`config.mk`:
```
export PLATFORM = sky130hd
export DESIGN_NAME = gradient_dither_pixel
export DESIGN_NICKNAME = d
export VERILOG_FILES = /design/src/design/gdp_pkg.sv /design/src/design/gdp_front.sv /design/src/design/gdp_queue.sv /design/src/design/gdp_back.sv /design/src/design/gradient_dither_pixel.sv
export SDC_FILE = /design/constraint.sdc
export NUM_CORES = 1
export LEC_CHECK = 0
export BUFFER_PORTS_ARGS = -buffer_cell sky130_fd_sc_hd__buf_2
export CAP_MARGIN = 30
export CORE_UTILIZATION = 40
export CTS_BUF_LIST = sky130_fd_sc_hd__clkbuf_4
export DETAILED_ROUTE_END_ITERATION = 6
export GPL_TIMING_DRIVEN = 1
export PLACE_DENSITY_LB_ADDON = 0.2
export SETUP_SLACK_MARGIN = 0.2
export SLEW_MARGIN = 25
export SYNTH_ARGS = -nofsm -noshare
export SYNTH_HDL_FRONTEND = slang
export SYNTH_SLANG_ARGS = --single-unit
```
`constraint.sdc`:
```
create_clock -name i_clk -period 17.5 [get_ports i_clk]
set_input_delay 0.875 -clock i_clk [delete_from_list [all_inputs] [get_ports i_clk]]
set_output_delay 0.875 -clock i_clk [all_outputs]
set_load 0.02 [all_outputs]
```
`src/design/gdp_pkg.sv`:
```
package gdp_pkg;

    localparam int TILE_SIZE_DEF = 128;

    localparam int COORD_W     = 7;
    localparam int COLOR_W     = 16;
    localparam int INDEX_W     = 14;
    localparam int CHAN_W      = 8;
    localparam int NUM_CHAN    = 3;
    localparam int DSEL_W      = 2;
    localparam int DITHER_W    = 3;
    localparam int DIFF_W      = CHAN_W + 1;
    localparam int PROD_W      = 15;
    localparam int QUOT_W      = 15;
    localparam int RECIP_W     = 17;
    localparam int SUM_W       = 18;
    localparam int QUEUE_DEPTH = 2;
    localparam int QPTR_W      = $clog2(QUEUE_DEPTH);
    localparam int QCNT_W      = $clog2(QUEUE_DEPTH + 1);
    localparam int CFG_IDX_W   = 1;

    localparam logic [CFG_IDX_W-1:0] CFG_START_COLOR = 1'b0;
    localparam logic [CFG_IDX_W-1:0] CFG_END_COLOR   = 1'b1;

    localparam logic [DSEL_W-1:0] DSEL_EVEN_EVEN = 2'd0;
    localparam logic [DSEL_W-1:0] DSEL_EVEN_ODD  = 2'd1;
    localparam logic [DSEL_W-1:0] DSEL_ODD_EVEN  = 2'd2;
    localparam logic [DSEL_W-1:0] DSEL_ODD_ODD   = 2'd3;

    localparam logic signed [SUM_W-1:0] CHAN_MAX = 18'sd255;

    typedef logic [NUM_CHAN-1:0][CHAN_W-1:0] t_rgb8;

    typedef struct packed {
        logic [COORD_W-1:0] row;
        logic [DSEL_W-1:0]  dsel;
        logic [INDEX_W-1:0] index;
    } t_item;

    // channel 0 red, 1 green, 2 blue, all left aligned to 8 bits
    function automatic t_rgb8 widen(input logic [COLOR_W-1:0] c);
        t_rgb8 ch;
        ch[0] = {c[15:11], 3'b000};
        ch[1] = {c[10:5], 2'b00};
        ch[2] = {c[4:0], 3'b000};
        return ch;
    endfunction

    function automatic logic [COLOR_W-1:0] pack565(input t_rgb8 ch);
        return {ch[0][7:3], ch[1][7:2], ch[2][7:3]};
    endfunction

    function automatic logic signed [DITHER_W-1:0] dither(input logic [DSEL_W-1:0] sel);
        logic signed [DITHER_W-1:0] d;
        case (sel)
            DSEL_EVEN_EVEN: d = -3'sd2;
            DSEL_EVEN_ODD:  d = 3'sd1;
            DSEL_ODD_EVEN:  d = 3'sd2;
            DSEL_ODD_ODD:   d = -3'sd1;
            default:        d = 3'sd0;
        endcase
        return d;
    endfunction

endpackage

```
`src/design/gdp_front.sv`:
```
module gdp_front #(
    parameter int TILE_SIZE = gdp_pkg::TILE_SIZE_DEF
) (
    input  logic                           i_clk,
    input  logic                           i_rst_n,
    input  logic                           i_cfg_we,
    input  logic [gdp_pkg::CFG_IDX_W-1:0]  i_cfg_idx,
    input  logic [gdp_pkg::COLOR_W-1:0]    i_cfg_data,
    input  logic [gdp_pkg::COORD_W-1:0]    i_col,
    input  logic [gdp_pkg::COORD_W-1:0]    i_row,
    output gdp_pkg::t_item                 o_item,
    output logic [gdp_pkg::COLOR_W-1:0]    o_start_color,
    output logic [gdp_pkg::COLOR_W-1:0]    o_end_color
);

    logic [gdp_pkg::COLOR_W-1:0] r_start_color;
    logic [gdp_pkg::COLOR_W-1:0] r_end_color;
    logic [31:0]                 w_index_full;

    always_ff @(posedge i_clk) begin
        if (!i_rst_n) begin
            r_start_color <= '0;
            r_end_color   <= '0;
        end else if (i_cfg_we) begin
            case (i_cfg_idx)
                gdp_pkg::CFG_START_COLOR: r_start_color <= i_cfg_data;
                gdp_pkg::CFG_END_COLOR:   r_end_color   <= i_cfg_data;
                default: ;
            endcase
        end
    end

    // linear index wraps to the output width
    assign w_index_full = 32'(i_row) * 32'(TILE_SIZE) + 32'(i_col);

    always_comb begin
        o_item.row   = i_row;
        o_item.dsel  = {i_row[0], i_col[0]};
        o_item.index = w_index_full[gdp_pkg::INDEX_W-1:0];
    end

    assign o_start_color = r_start_color;
    assign o_end_color   = r_end_color;

endmodule

```
`src/design/gdp_queue.sv`:
```
module gdp_queue (
    input  logic                         i_clk,
    input  logic                         i_rst_n,
    input  logic                         i_valid,
    output logic                         o_stall,
    input  gdp_pkg::t_item               i_item,
    output logic                         o_valid,
    input  logic                         i_ready,
    output gdp_pkg::t_item               o_item,
    output logic [gdp_pkg::QCNT_W-1:0]   o_count
);

    gdp_pkg::t_item                  r_mem [gdp_pkg::QUEUE_DEPTH];
    logic [gdp_pkg::QPTR_W-1:0]      r_wptr;
    logic [gdp_pkg::QPTR_W-1:0]      r_rptr;
    logic [gdp_pkg::QCNT_W-1:0]      r_count;
    logic                            w_full;
    logic                            w_push;
    logic                            w_pop;

    assign w_full = (r_count == gdp_pkg::QCNT_W'(gdp_pkg::QUEUE_DEPTH));
    assign w_push = i_valid && !w_full;
    assign w_pop  = (r_count != '0) && i_ready;

    always_ff @(posedge i_clk) begin
        if (!i_rst_n) begin
            r_wptr  <= '0;
            r_rptr  <= '0;
            r_count <= '0;
        end else begin
            if (w_push) begin
                r_wptr <= (r_wptr == gdp_pkg::QPTR_W'(gdp_pkg::QUEUE_DEPTH - 1))
                          ? '0 : r_wptr + 1'b1;
            end
            if (w_pop) begin
                r_rptr <= (r_rptr == gdp_pkg::QPTR_W'(gdp_pkg::QUEUE_DEPTH - 1))
                          ? '0 : r_rptr + 1'b1;
            end
            case ({w_push, w_pop})
                2'b10:   r_count <= r_count + 1'b1;
                2'b01:   r_count <= r_count - 1'b1;
                default: r_count <= r_count;
            endcase
        end
    end

    always_ff @(posedge i_clk) begin
        if (w_push) begin
            r_mem[r_wptr] <= i_item;
        end
    end

    assign o_stall = w_full;
    assign o_valid = (r_count != '0);
    assign o_item  = r_mem[r_rptr];
    assign o_count = r_count;

endmodule

```
`src/design/gdp_back.sv`:
```
module gdp_back #(
    parameter int TILE_SIZE = gdp_pkg::TILE_SIZE_DEF
) (
    input  logic                         i_clk,
    input  logic                         i_rst_n,
    input  logic [gdp_pkg::COLOR_W-1:0]  i_start_color,
    input  logic [gdp_pkg::COLOR_W-1:0]  i_end_color,
    input  logic                         i_valid,
    output logic                         o_ready,
    input  gdp_pkg::t_item               i_item,
    output logic                         o_valid,
    input  logic                         i_stall,
    output logic [gdp_pkg::COLOR_W-1:0]  o_pixel,
    output logic [gdp_pkg::INDEX_W-1:0]  o_pixel_index
);

    localparam int DEN     = TILE_SIZE - 1;
    localparam int DEN_LOG = $clog2(DEN);
    localparam int SHIFT   = gdp_pkg::PROD_W + DEN_LOG;
    localparam int RECIP_I = ((1 << SHIFT) + DEN - 1) / DEN;
    localparam logic [gdp_pkg::RECIP_W-1:0] RECIP = gdp_pkg::RECIP_W'(RECIP_I);
    localparam int SCALED_W = gdp_pkg::PROD_W + gdp_pkg::RECIP_W;

    gdp_pkg::t_rgb8 w_start_ch;
    gdp_pkg::t_rgb8 w_end_ch;

    // stage 1: |end - start| * row
    logic signed [gdp_pkg::DIFF_W-1:0] w_diff [gdp_pkg::NUM_CHAN];
    logic [gdp_pkg::CHAN_W-1:0]        w_mag  [gdp_pkg::NUM_CHAN];
    logic [gdp_pkg::NUM_CHAN-1:0]      w_neg;
    logic [gdp_pkg::PROD_W-1:0]        w_prod [gdp_pkg::NUM_CHAN];

    logic                              r_s1_valid;
    logic [gdp_pkg::PROD_W-1:0]        r_s1_prod [gdp_pkg::NUM_CHAN];
    logic [gdp_pkg::NUM_CHAN-1:0]      r_s1_neg;
    logic [gdp_pkg::DSEL_W-1:0]        r_s1_dsel;
    logic [gdp_pkg::INDEX_W-1:0]       r_s1_index;

    // stage 2: quotient by reciprocal multiply
    logic [SCALED_W-1:0]               w_scaled [gdp_pkg::NUM_CHAN];
    logic [gdp_pkg::QUOT_W-1:0]        w_quot   [gdp_pkg::NUM_CHAN];

    logic                              r_s2_valid;
    logic [gdp_pkg::QUOT_W-1:0]        r_s2_quot [gdp_pkg::NUM_CHAN];
    logic [gdp_pkg::NUM_CHAN-1:0]      r_s2_neg;
    logic [gdp_pkg::DSEL_W-1:0]        r_s2_dsel;
    logic [gdp_pkg::INDEX_W-1:0]       r_s2_index;

    // stage 3: add start and dither, clamp, pack
    logic signed [gdp_pkg::DITHER_W-1:0] w_dither;
    logic signed [gdp_pkg::SUM_W-1:0]    w_qs  [gdp_pkg::NUM_CHAN];
    logic signed [gdp_pkg::SUM_W-1:0]    w_sum [gdp_pkg::NUM_CHAN];
    gdp_pkg::t_rgb8                      w_clamped;

    logic                              r_o_valid;
    logic [gdp_pkg::COLOR_W-1:0]       r_o_pixel;
    logic [gdp_pkg::INDEX_W-1:0]       r_o_index;

    logic w_adv_out;
    logic w_adv_s2;
    logic w_adv_s1;

    assign w_start_ch = gdp_pkg::widen(i_start_color);
    assign w_end_ch   = gdp_pkg::widen(i_end_color);

    assign w_adv_out = !r_o_valid || !i_stall;
    assign w_adv_s2  = !r_s2_valid || w_adv_out;
    assign w_adv_s1  = !r_s1_valid || w_adv_s2;
    assign o_ready   = w_adv_s1;

    always_comb begin
        for (int k = 0; k < gdp_pkg::NUM_CHAN; k++) begin
            w_diff[k] = $signed({1'b0, w_end_ch[k]}) - $signed({1'b0, w_start_ch[k]});
            w_neg[k]  = w_diff[k][gdp_pkg::DIFF_W-1];
            w_mag[k]  = w_neg[k] ? gdp_pkg::CHAN_W'(-w_diff[k])
                                 : w_diff[k][gdp_pkg::CHAN_W-1:0];
            w_prod[k] = gdp_pkg::PROD_W'(w_mag[k]) * gdp_pkg::PROD_W'(i_item.row);
        end
    end

    // exact floor division for any numerator below 2**PROD_W
    always_comb begin
        for (int k = 0; k < gdp_pkg::NUM_CHAN; k++) begin
            w_scaled[k] = SCALED_W'(r_s1_prod[k]) * SCALED_W'(RECIP);
            w_quot[k]   = gdp_pkg::QUOT_W'(w_scaled[k] >> SHIFT);
        end
    end

    always_comb begin
        w_dither = gdp_pkg::dither(r_s2_dsel);
        for (int k = 0; k < gdp_pkg::NUM_CHAN; k++) begin
            // truncation toward zero: negate the magnitude quotient
            w_qs[k]  = r_s2_neg[k]
                       ? -$signed({{(gdp_pkg::SUM_W - gdp_pkg::QUOT_W){1'b0}}, r_s2_quot[k]})
                       :  $signed({{(gdp_pkg::SUM_W - gdp_pkg::QUOT_W){1'b0}}, r_s2_quot[k]});
            w_sum[k] = $signed({{(gdp_pkg::SUM_W - gdp_pkg::CHAN_W){1'b0}}, w_start_ch[k]})
                       + w_qs[k]
                       + $signed({{(gdp_pkg::SUM_W - gdp_pkg::DITHER_W){w_dither[2]}},
                                  w_dither});
            if (w_sum[k] < 0) begin
                w_clamped[k] = '0;
            end else if (w_sum[k] > gdp_pkg::CHAN_MAX) begin
                w_clamped[k] = '1;
            end else begin
                w_clamped[k] = w_sum[k][gdp_pkg::CHAN_W-1:0];
            end
        end
    end

    always_ff @(posedge i_clk) begin
        if (!i_rst_n) begin
            r_s1_valid <= 1'b0;
            r_s2_valid <= 1'b0;
            r_o_valid  <= 1'b0;
        end else begin
            if (w_adv_s1) begin
                r_s1_valid <= i_valid;
            end
            if (w_adv_s2) begin
                r_s2_valid <= r_s1_valid;
            end
            if (w_adv_out) begin
                r_o_valid <= r_s2_valid;
            end
        end
    end

    always_ff @(posedge i_clk) begin
        if (w_adv_s1) begin
            for (int k = 0; k < gdp_pkg::NUM_CHAN; k++) begin
                r_s1_prod[k] <= w_prod[k];
            end
            r_s1_neg   <= w_neg;
            r_s1_dsel  <= i_item.dsel;
            r_s1_index <= i_item.index;
        end
        if (w_adv_s2) begin
            for (int k = 0; k < gdp_pkg::NUM_CHAN; k++) begin
                r_s2_quot[k] <= w_quot[k];
            end
            r_s2_neg   <= r_s1_neg;
            r_s2_dsel  <= r_s1_dsel;
            r_s2_index <= r_s1_index;
        end
        if (w_adv_out) begin
            r_o_pixel <= gdp_pkg::pack565(w_clamped);
            r_o_index <= r_s2_index;
        end
    end

    assign o_valid       = r_o_valid;
    assign o_pixel       = r_o_pixel;
    assign o_pixel_index = r_o_index;

endmodule

```
`src/design/gradient_dither_pixel.sv`:
```
// Vertical RGB565 gradient generator with 2x2 ordered dither. Each accepted (col, row)
// transaction yields one pixel blending start_color (row 0) into end_color
// (row TILE_SIZE-1), plus the linear index row*TILE_SIZE+col (low 14 bits). One
// transaction is taken per clock while o_stall is low. Each accepted transaction passes
// through the input queue, the multiply stage and the reciprocal-divide stage, after
// which the clamp/pack output register presents it.
// The input queue holds two transactions, so o_stall rises only after the output has been
// stalled for a while.
// Write start_color (index 0) and end_color (index 1) only while no transaction is in flight.
module gradient_dither_pixel #(
    parameter int TILE_SIZE = gdp_pkg::TILE_SIZE_DEF
) (
    input  logic                          i_clk,
    input  logic                          i_rst_n,
    input  logic                          i_cfg_we,
    input  logic [gdp_pkg::CFG_IDX_W-1:0] i_cfg_idx,
    input  logic [gdp_pkg::COLOR_W-1:0]   i_cfg_data,
    input  logic                          i_valid,
    output logic                          o_stall,
    input  logic [gdp_pkg::COORD_W-1:0]   i_col,
    input  logic [gdp_pkg::COORD_W-1:0]   i_row,
    output logic                          o_valid,
    input  logic                          i_stall,
    output logic [gdp_pkg::COLOR_W-1:0]   o_pixel,
    output logic [gdp_pkg::INDEX_W-1:0]   o_pixel_index
);

    gdp_pkg::t_item                w_front_item;
    gdp_pkg::t_item                w_q_item;
    logic                          w_q_valid;
    logic                          w_back_ready;
    logic [gdp_pkg::QCNT_W-1:0]    w_q_count;
    logic [gdp_pkg::COLOR_W-1:0]   w_start_color;
    logic [gdp_pkg::COLOR_W-1:0]   w_end_color;

    gdp_front #(
        .TILE_SIZE(TILE_SIZE)
    ) u_front (
        .i_clk        (i_clk),
        .i_rst_n      (i_rst_n),
        .i_cfg_we     (i_cfg_we),
        .i_cfg_idx    (i_cfg_idx),
        .i_cfg_data   (i_cfg_data),
        .i_col        (i_col),
        .i_row        (i_row),
        .o_item       (w_front_item),
        .o_start_color(w_start_color),
        .o_end_color  (w_end_color)
    );

    gdp_queue u_queue (
        .i_clk  (i_clk),
        .i_rst_n(i_rst_n),
        .i_valid(i_valid),
        .o_stall(o_stall),
        .i_item (w_front_item),
        .o_valid(w_q_valid),
        .i_ready(w_back_ready),
        .o_item (w_q_item),
        .o_count(w_q_count)
    );

    gdp_back #(
        .TILE_SIZE(TILE_SIZE)
    ) u_back (
        .i_clk        (i_clk),
        .i_rst_n      (i_rst_n),
        .i_start_color(w_start_color),
        .i_end_color  (w_end_color),
        .i_valid      (w_q_valid),
        .o_ready      (w_back_ready),
        .i_item       (w_q_item),
        .o_valid      (o_valid),
        .i_stall      (i_stall),
        .o_pixel      (o_pixel),
        .o_pixel_index(o_pixel_index)
    );

    a_reset_empties: assert property (@(posedge i_clk)
        !i_rst_n |=> (!o_valid && (w_q_count == '0)))
        else $error("pipeline or queue not empty after reset");

    a_queue_bound: assert property (@(posedge i_clk) disable iff (!i_rst_n)
        w_q_count <= gdp_pkg::QCNT_W'(gdp_pkg::QUEUE_DEPTH))
        else $error("queue count beyond depth");

    a_push_lands: assert property (@(posedge i_clk) disable iff (!i_rst_n)
        (i_valid && !o_stall && (w_q_count == '0)) |=> (w_q_count != '0))
        else $error("accepted transaction lost in queue");

    a_pop_needs_data: assert property (@(posedge i_clk) disable iff (!i_rst_n)
        (w_q_count == '0) |-> !w_q_valid)
        else $error("queue offers data while empty");

endmodule

```
After elaboration in Yosys (flattened, before gate mapping)
Memories as Yosys holds them, arrays and structs flattened. A register that Yosys moved wholly into a read port is not among the register bits.
Cells that the tools add are included.

storage, ports and cells
  register bits after elaboration = 107
  memory bits (writable) = 118
  output and inout bits = 32
  word-level logic and storage cells = 96
  memories kept = 3

operators by class
  add/sub/neg operators = 20
  multipliers = 6
  order comparisons = 6
  eq/ne operators = 6
  mux-type cells = 21
  bitwise operators = 1
  reductions and logical operators = 15

memory list
  memory            depth  bits a word  rd ports  clocked after Yosys merged registers in  write ports  line             text
  u_queue.r_mem     2      23           1         1                                        1            gdp_queue.sv:13  gdp_pkg::t_item r_mem [gdp_pkg::QUEUE_DEPTH];
  u_back.r_s1_prod  3      15           3         0                                        3            gdp_back.sv:34   logic [gdp_pkg::PROD_W-1:0] r_s1_prod [gdp_pkg::NUM_CHAN];
  u_back.r_s2_quot  3      9            3         0                                        3            gdp_back.sv:44   logic [gdp_pkg::QUOT_W-1:0] r_s2_quot [gdp_pkg::NUM_CHAN];

operators with widths
  cell                                                                              count
  15-bit by 16-bit multiplier with 31-bit output, second input constant             3
  18-bit by 3-bit adder with 18-bit output                                          3
  9-bit by 18-bit adder with 18-bit output                                          3
  18-bit by 9-bit greater-than comparator with 1-bit output, second input constant  3
  18-bit by 1-bit less-than comparator with 1-bit output, second input constant     3
  18-bit 2-to-1 mux                                                                 3
  15-bit negator with 18-bit output                                                 3
  8-bit 2-to-1 mux                                                                  6
  8-bit by 7-bit multiplier with 15-bit output                                      3
  8-bit by 8-bit subtractor with 9-bit output                                       3
  8-bit negator                                                                     3
  14-bit by 7-bit adder with 14-bit output                                          1
  3-bit case mux with 4 select lines                                                1
  1-bit 2-to-1 mux                                                                  10
  2-bit == test, second input constant                                              4
  1-bit logical NOT                                                                 5
  2-bit by 1-bit == test with 1-bit output, second input constant                   2
  2-bit case mux with 2 select lines                                                1
  2-bit AND reduction                                                               2
  2-bit nonzero test                                                                2
  1-bit logical OR                                                                  3
  1-bit adder, second input constant                                                2
  2-bit by 1-bit adder with 2-bit output, second input constant                     1
  1-bit logical AND                                                                 2
  3 further kinds                                                                   3

Logic depth before layout (Yosys ltp)
  depth after elaboration = 7
  mapped depth = 24
  mapped depth without buffers = 24

Hierarchy
From an unflattened synthesis, not the netlist that was laid out.

second synthesis, totals
  cell total of the unflattened synthesis = 1,895
  area, all modules = 20,170.6 µm²

modules (own cells, without submodules)
  module     instances  cells an instance  area each (µm²)  seq. area each (µm²)
  gdp_back   1          1,652              16,869.9         4,023.9
  gdp_queue  1          97                 1,889.3          1,481.4
  gdp_front  1          146                1,411.4          640.6

Worst setup path before layout
OpenSTA, ideal clock, no wires.

  kind = register to register
  start point = reg u_front.r_end_color, in the netlist u_front.o_end_color[5]
  end point = mem u_back.r_s1_prod[0][29] (netlist name) (data pin)
  library setup time = 0.135 ns
  data arrival time = 5.463 ns
  data required time = 17.365 ns
  setup slack = 11.902 ns
  stages on the path, launching flop included = 24
  clock period less this slack = 5.598 ns
  cell sequence = dfxtp_1 -> inv_1 -> ha_1 -> fa_1 -> nor2b_1 -> o21ai_0 -> a21boi_0 -> nor2_1 -> o311a_1 -> xnor3_1 -> and2_1 -> fa_1 -> inv_1 -> fa_1 -> inv_1 -> fa_1 -> ha_1 -> ha_1 -> inv_1 -> o21bai_1 -> a21oi_1 -> o21ai_0 -> a2111o_1 -> nand3_1

RTL lines
  what                    line             text
  from (decl)             gdp_front.sv:17  logic [gdp_pkg::COLOR_W-1:0] r_end_color;
  from (signal assigned)  gdp_front.sv:27  gdp_pkg::CFG_END_COLOR: r_end_color <= i_cfg_data;
  to (decl)               gdp_back.sv:34

==> out/results.ini <==
[outcome]
status = finished, final reports clean

[drt]
drcViolationCount = 0
ant_nets = 0
drt-initial-drc-count = 602
post_drt_wl_per_cell_um = 15.5
vias = 14200
viasPerCell = 5.23
routed_wirelength_um = 42000
firstDrtPassIters = 5

[placement]
post-place-ws_ns = 11.46
hpwl_um = 33900
port_buffers = 67
placed_cells = 2678
place_congestion = 0.845

[clock_network]
cts_tree = built
cts_buffers = 17
cts.clk_slew.worst_paths_ns = 0.18
cts-root-buf = clkbuf_4
postCtsSetupBuffers = 0
ctsHtreeMaxLevel = 4
hold_buffers = 0
clock_sinks = 196
clock_path_buffers = 2
cts_resized = 0
clkLatencyLatePin_ns = 0.69

[setup_path]
path_max_fanout = 5
reg2reg_setup_slack_ns = 11.35
cp_common_cell = ha_1
end_kind = flip-flop
r2r_start = u_front.o_start_color[12]$_SDFFE_PN0P_
r2r-end = u_back.r_s1_prod[0][14]$_DFFE_PN_
critPathRequiredTime_ns = 17.92
arrival_ns = 6.57
crit_path_top_delay_cell = o21ai_0
criticalPathCategory = flip-flop to flip-flop
cp_cell_sequence = inv_1 -> ha_1 -> nor2b_1 -> o21ai_0 -> a21boi_0 -> o21ai_0 -> nor3b_1 -> xor2_1 -> nor2_1 -> fa_1 -> ha_1 -> ha_1 -> inv_1 -> fa_1 -> inv_1 -> ha_1 -> a21oi_1 -> o21bai_1 -> a21oi_1 -> o21ai_0 -> a2111oi_0 -> nor3_1
ff2ff_path_depth = 22
start_kind = flip-flop
cpPeakStageDelay_ns = 0.61

[synth]
syn_avg_cell_area_um2 = 10.0
synth_area_leaders = ha_1, edfxtp_1, fa_1
synth_ff_type = edfxtp_1
async_reset_ff_share_pct = 0
syn_area_mm2 = 0.0198
synth_seq_area_share_pct = 27.7
synthDistinctLibCells = 85
ys_ff_latch = 196
syn_nets = 2541
synth_top_area_share_pct = 28.0
yosysTopAreaCell = ha_1
yosysWarnings = 0
synth-edff-count = 156
syn_inst = 1977

[timing]
finClkSkew_ns = 0.0281
finalHoldViolations = 0
max_freq_mhz = 163
fin_crit_sh_pct = 35.1
setup_violations = 0
rsz0062_at_grt = false
tightest_slew_ns = 0.894
setup_tns_ns = 0
slew_viol_final = 0
fin_crit_ns = 6.15
setup_slack_ns = 11.35
max_slew_margin_pct = 39.4

[floorplan]
coreArea_mm2 = 0.0490
rows = 81
die_x_um = 225
ios = 68
die-area_mm2 = 0.0504
chipHeight_um = 225
initial_core_util_pct = 40.5

[grt]
grt_pass1_vias = 13800
grt_max_degree = 50
overflow = 0
grt_use_total_pct = 17.2
antenna_found_initial = 3
grt_pass1_wl_um = 69100

[finish]
final_nets = 2598
areaGrowthSynthToFinish_pct = 7.11
multi_input_comb_area_mm2 = 0.0132
drive_above_1_share_pct = 7.91
fin_cells = 2712
n_fill_cell = 4739
regArea_mm2 = 0.00549

[worst_hold_path]
min_path_cells = 1
holdPathEnd = u_queue.r_mem[0][2]$_DFFE_PP_
min_from = i_col[2]
min_path_type = input port to flip-flop

[flow_run]
maxCapViolCount = 0

-- area by class of cell --
type	count	area share, %
Clock buffer	17	0.601
Tap cell	664	3.91
Multi-Input combinational cell	1489	62.4
Inverter	250	4.42
Sequential cell	196	25.8
Timing Repair Buffer	80	2.10
Antenna cell	1	0.0118
Clock inverter	15	0.754
-- state kept, by name, indices dropped and copies added (netlist names), named ones only --
register               flops
u_back.r_s2_valid          1
u_back.r_s2_index         14
u_back.r_s1_prod          37
u_back.r_s2_neg            3
u_back.r_s1_neg            3
u_queue.r_rptr             1
u_queue.r_mem             28
u_front.o_start_color     16
u_queue.r_wptr             1
u_queue.o_count            2
u_back.o_pixel_index      14
u_front.o_end_color       16
u_back.o_pixel            16
u_back.r_s1_index         14
u_back.r_s1_valid          1
u_back.o_valid             1
u_back.r_s2_quot          27
-- cell usage after synthesis (10+ instances only) --
master	number
fa_1	84
dfxtp_1	40
nor2_1	115
edfxtp_1	156
a21o_1	36
clkbuf_1	34
ha_1	444
a21oi_1	74
nand4_1	11
o21ai_0	59
nand2_1	143
nor3_1	21
nor3b_1	10
xor2_1	49
and3_1	12
mux2i_1	11
o31ai_1	11
nand2b_1	18
nor2b_1	13
inv_1	250
and2_1	27
or2_2	22
a31oi_1	27
xnor2_1	53
or3_1	14
a211oi_1	13
nand3_1	28
a21boi_0	41
o21a_1	19
o21bai_1	15
-- critical path, delay by kind of cell, from the launching register on --
kind | cells | cell delay (ns)
compound gates | 8 | 2.18
fa+ha+maj | 6 | 2.14
simple gates | 4 | 0.72
flops | 1 | 0.36
xor+xnor | 1 | 0.30
buf+inv | 3 | 0.18
-- worst max path at each step --
stage,endpoint,slack [ns],start
after floorplan,u_back.r_s1_prod[0][29]$_DFFE_PN_,11.90,u_front.o_end_color[5]$_SDFFE_PN0P_
after global placement,u_back.r_s1_prod[0][29]$_DFFE_PN_,11.61,u_front.o_end_color[5]$_SDFFE_PN0P_
after detailed placement,u_back.r_s1_prod[0][14]$_DFFE_PN_,11.46,u_front.o_start_color[12]$_SDFFE_PN0P_
after CTS,u_back.r_s1_prod[0][14]$_DFFE_PN_,11.42,u_front.o_start_color[12]$_SDFFE_PN0P_
after global routing,u_back.r_s1_prod[0][14]$_DFFE_PN_,10.78,u_front.o_start_color[12]$_SDFFE_PN0P_
final,u_back.r_s1_prod[0][14]$_DFFE_PN_,11.35,u_front.o_start_color[12]$_SDFFE_PN0P_
-- stage by stage --
stage                     util (%)  hold slack (ns)  instance area [µm²]
final                         43.4            0.377                21200
after global routing          43.4            0.292                21200
after CTS                     43.3            0.282                21200
after detailed placement      42.7            0.405                20900
after global placement        42.7            0.401                20900
after floorplan                  -            0.400                19800
-- cells in the final DEF, fill, tap and decap left out, drive strengths merged, types with 7 or more instances in the layout --
master	netlist	layout
nand2	143	143
o31ai	11	11
a21oi	75	75
a21o	36	36
nor2	115	115
o21a	19	19
a2111oi	10	10
edfxtp	156	156
and3	12	12
ha	444	444
nor3	21	21
o211ai	7	7
o31a	8	8
nand3	28	28
xor2	49	49
o21bai	16	16
a211oi	14	14
or3	14	14
o2111ai	7	7
clkbuf	35	17
dfxtp	40	40
nor2b	13	13
fa	84	84
nor4	8	8
o21ai	63	63
xnor2	53	53
and4	7	7
buf	7	80
nand2b	18	18
inv	250	258
nor3b	10	10
and2	27	27
mux2	8	8
a21boi	41	41
mux2i	11	11
nand4	12	12
a31oi	27	27
or2	22	22
-- kinds of logic after synthesis --
| group | count (synthesis) | share of synthesized area, % |
|---|---|---|
| multiplexers | 19 | 1.01 |
| XOR/XNOR | 103 | 4.62 |
| buffers and inverters | 292 | 5.55 |
| AND/OR/NAND/NOR | 463 | 11.5 |
| AO/OA/AOI/OAI | 376 | 13.1 |
| flip-flops | 196 | 27.7 |
| adder cells (fa/ha/maj) | 528 | 36.5 |
-- metal layers --
layer | vias up | routed length [µm] | GRT usage (%)
met3 | 26 | 1210 | 2.51
met2 | 200 | 19200 | 28.3
met4 | 0 | 493 | 3.84
met1 | 6839 | 21100 | 23.9
met5 | - | 0 | 0
li1 | 7119 | - | -
Power is left out: the tool's default activity adds up to more than one toggle a clock period on the data nets, which glitch-free logic cannot reach.
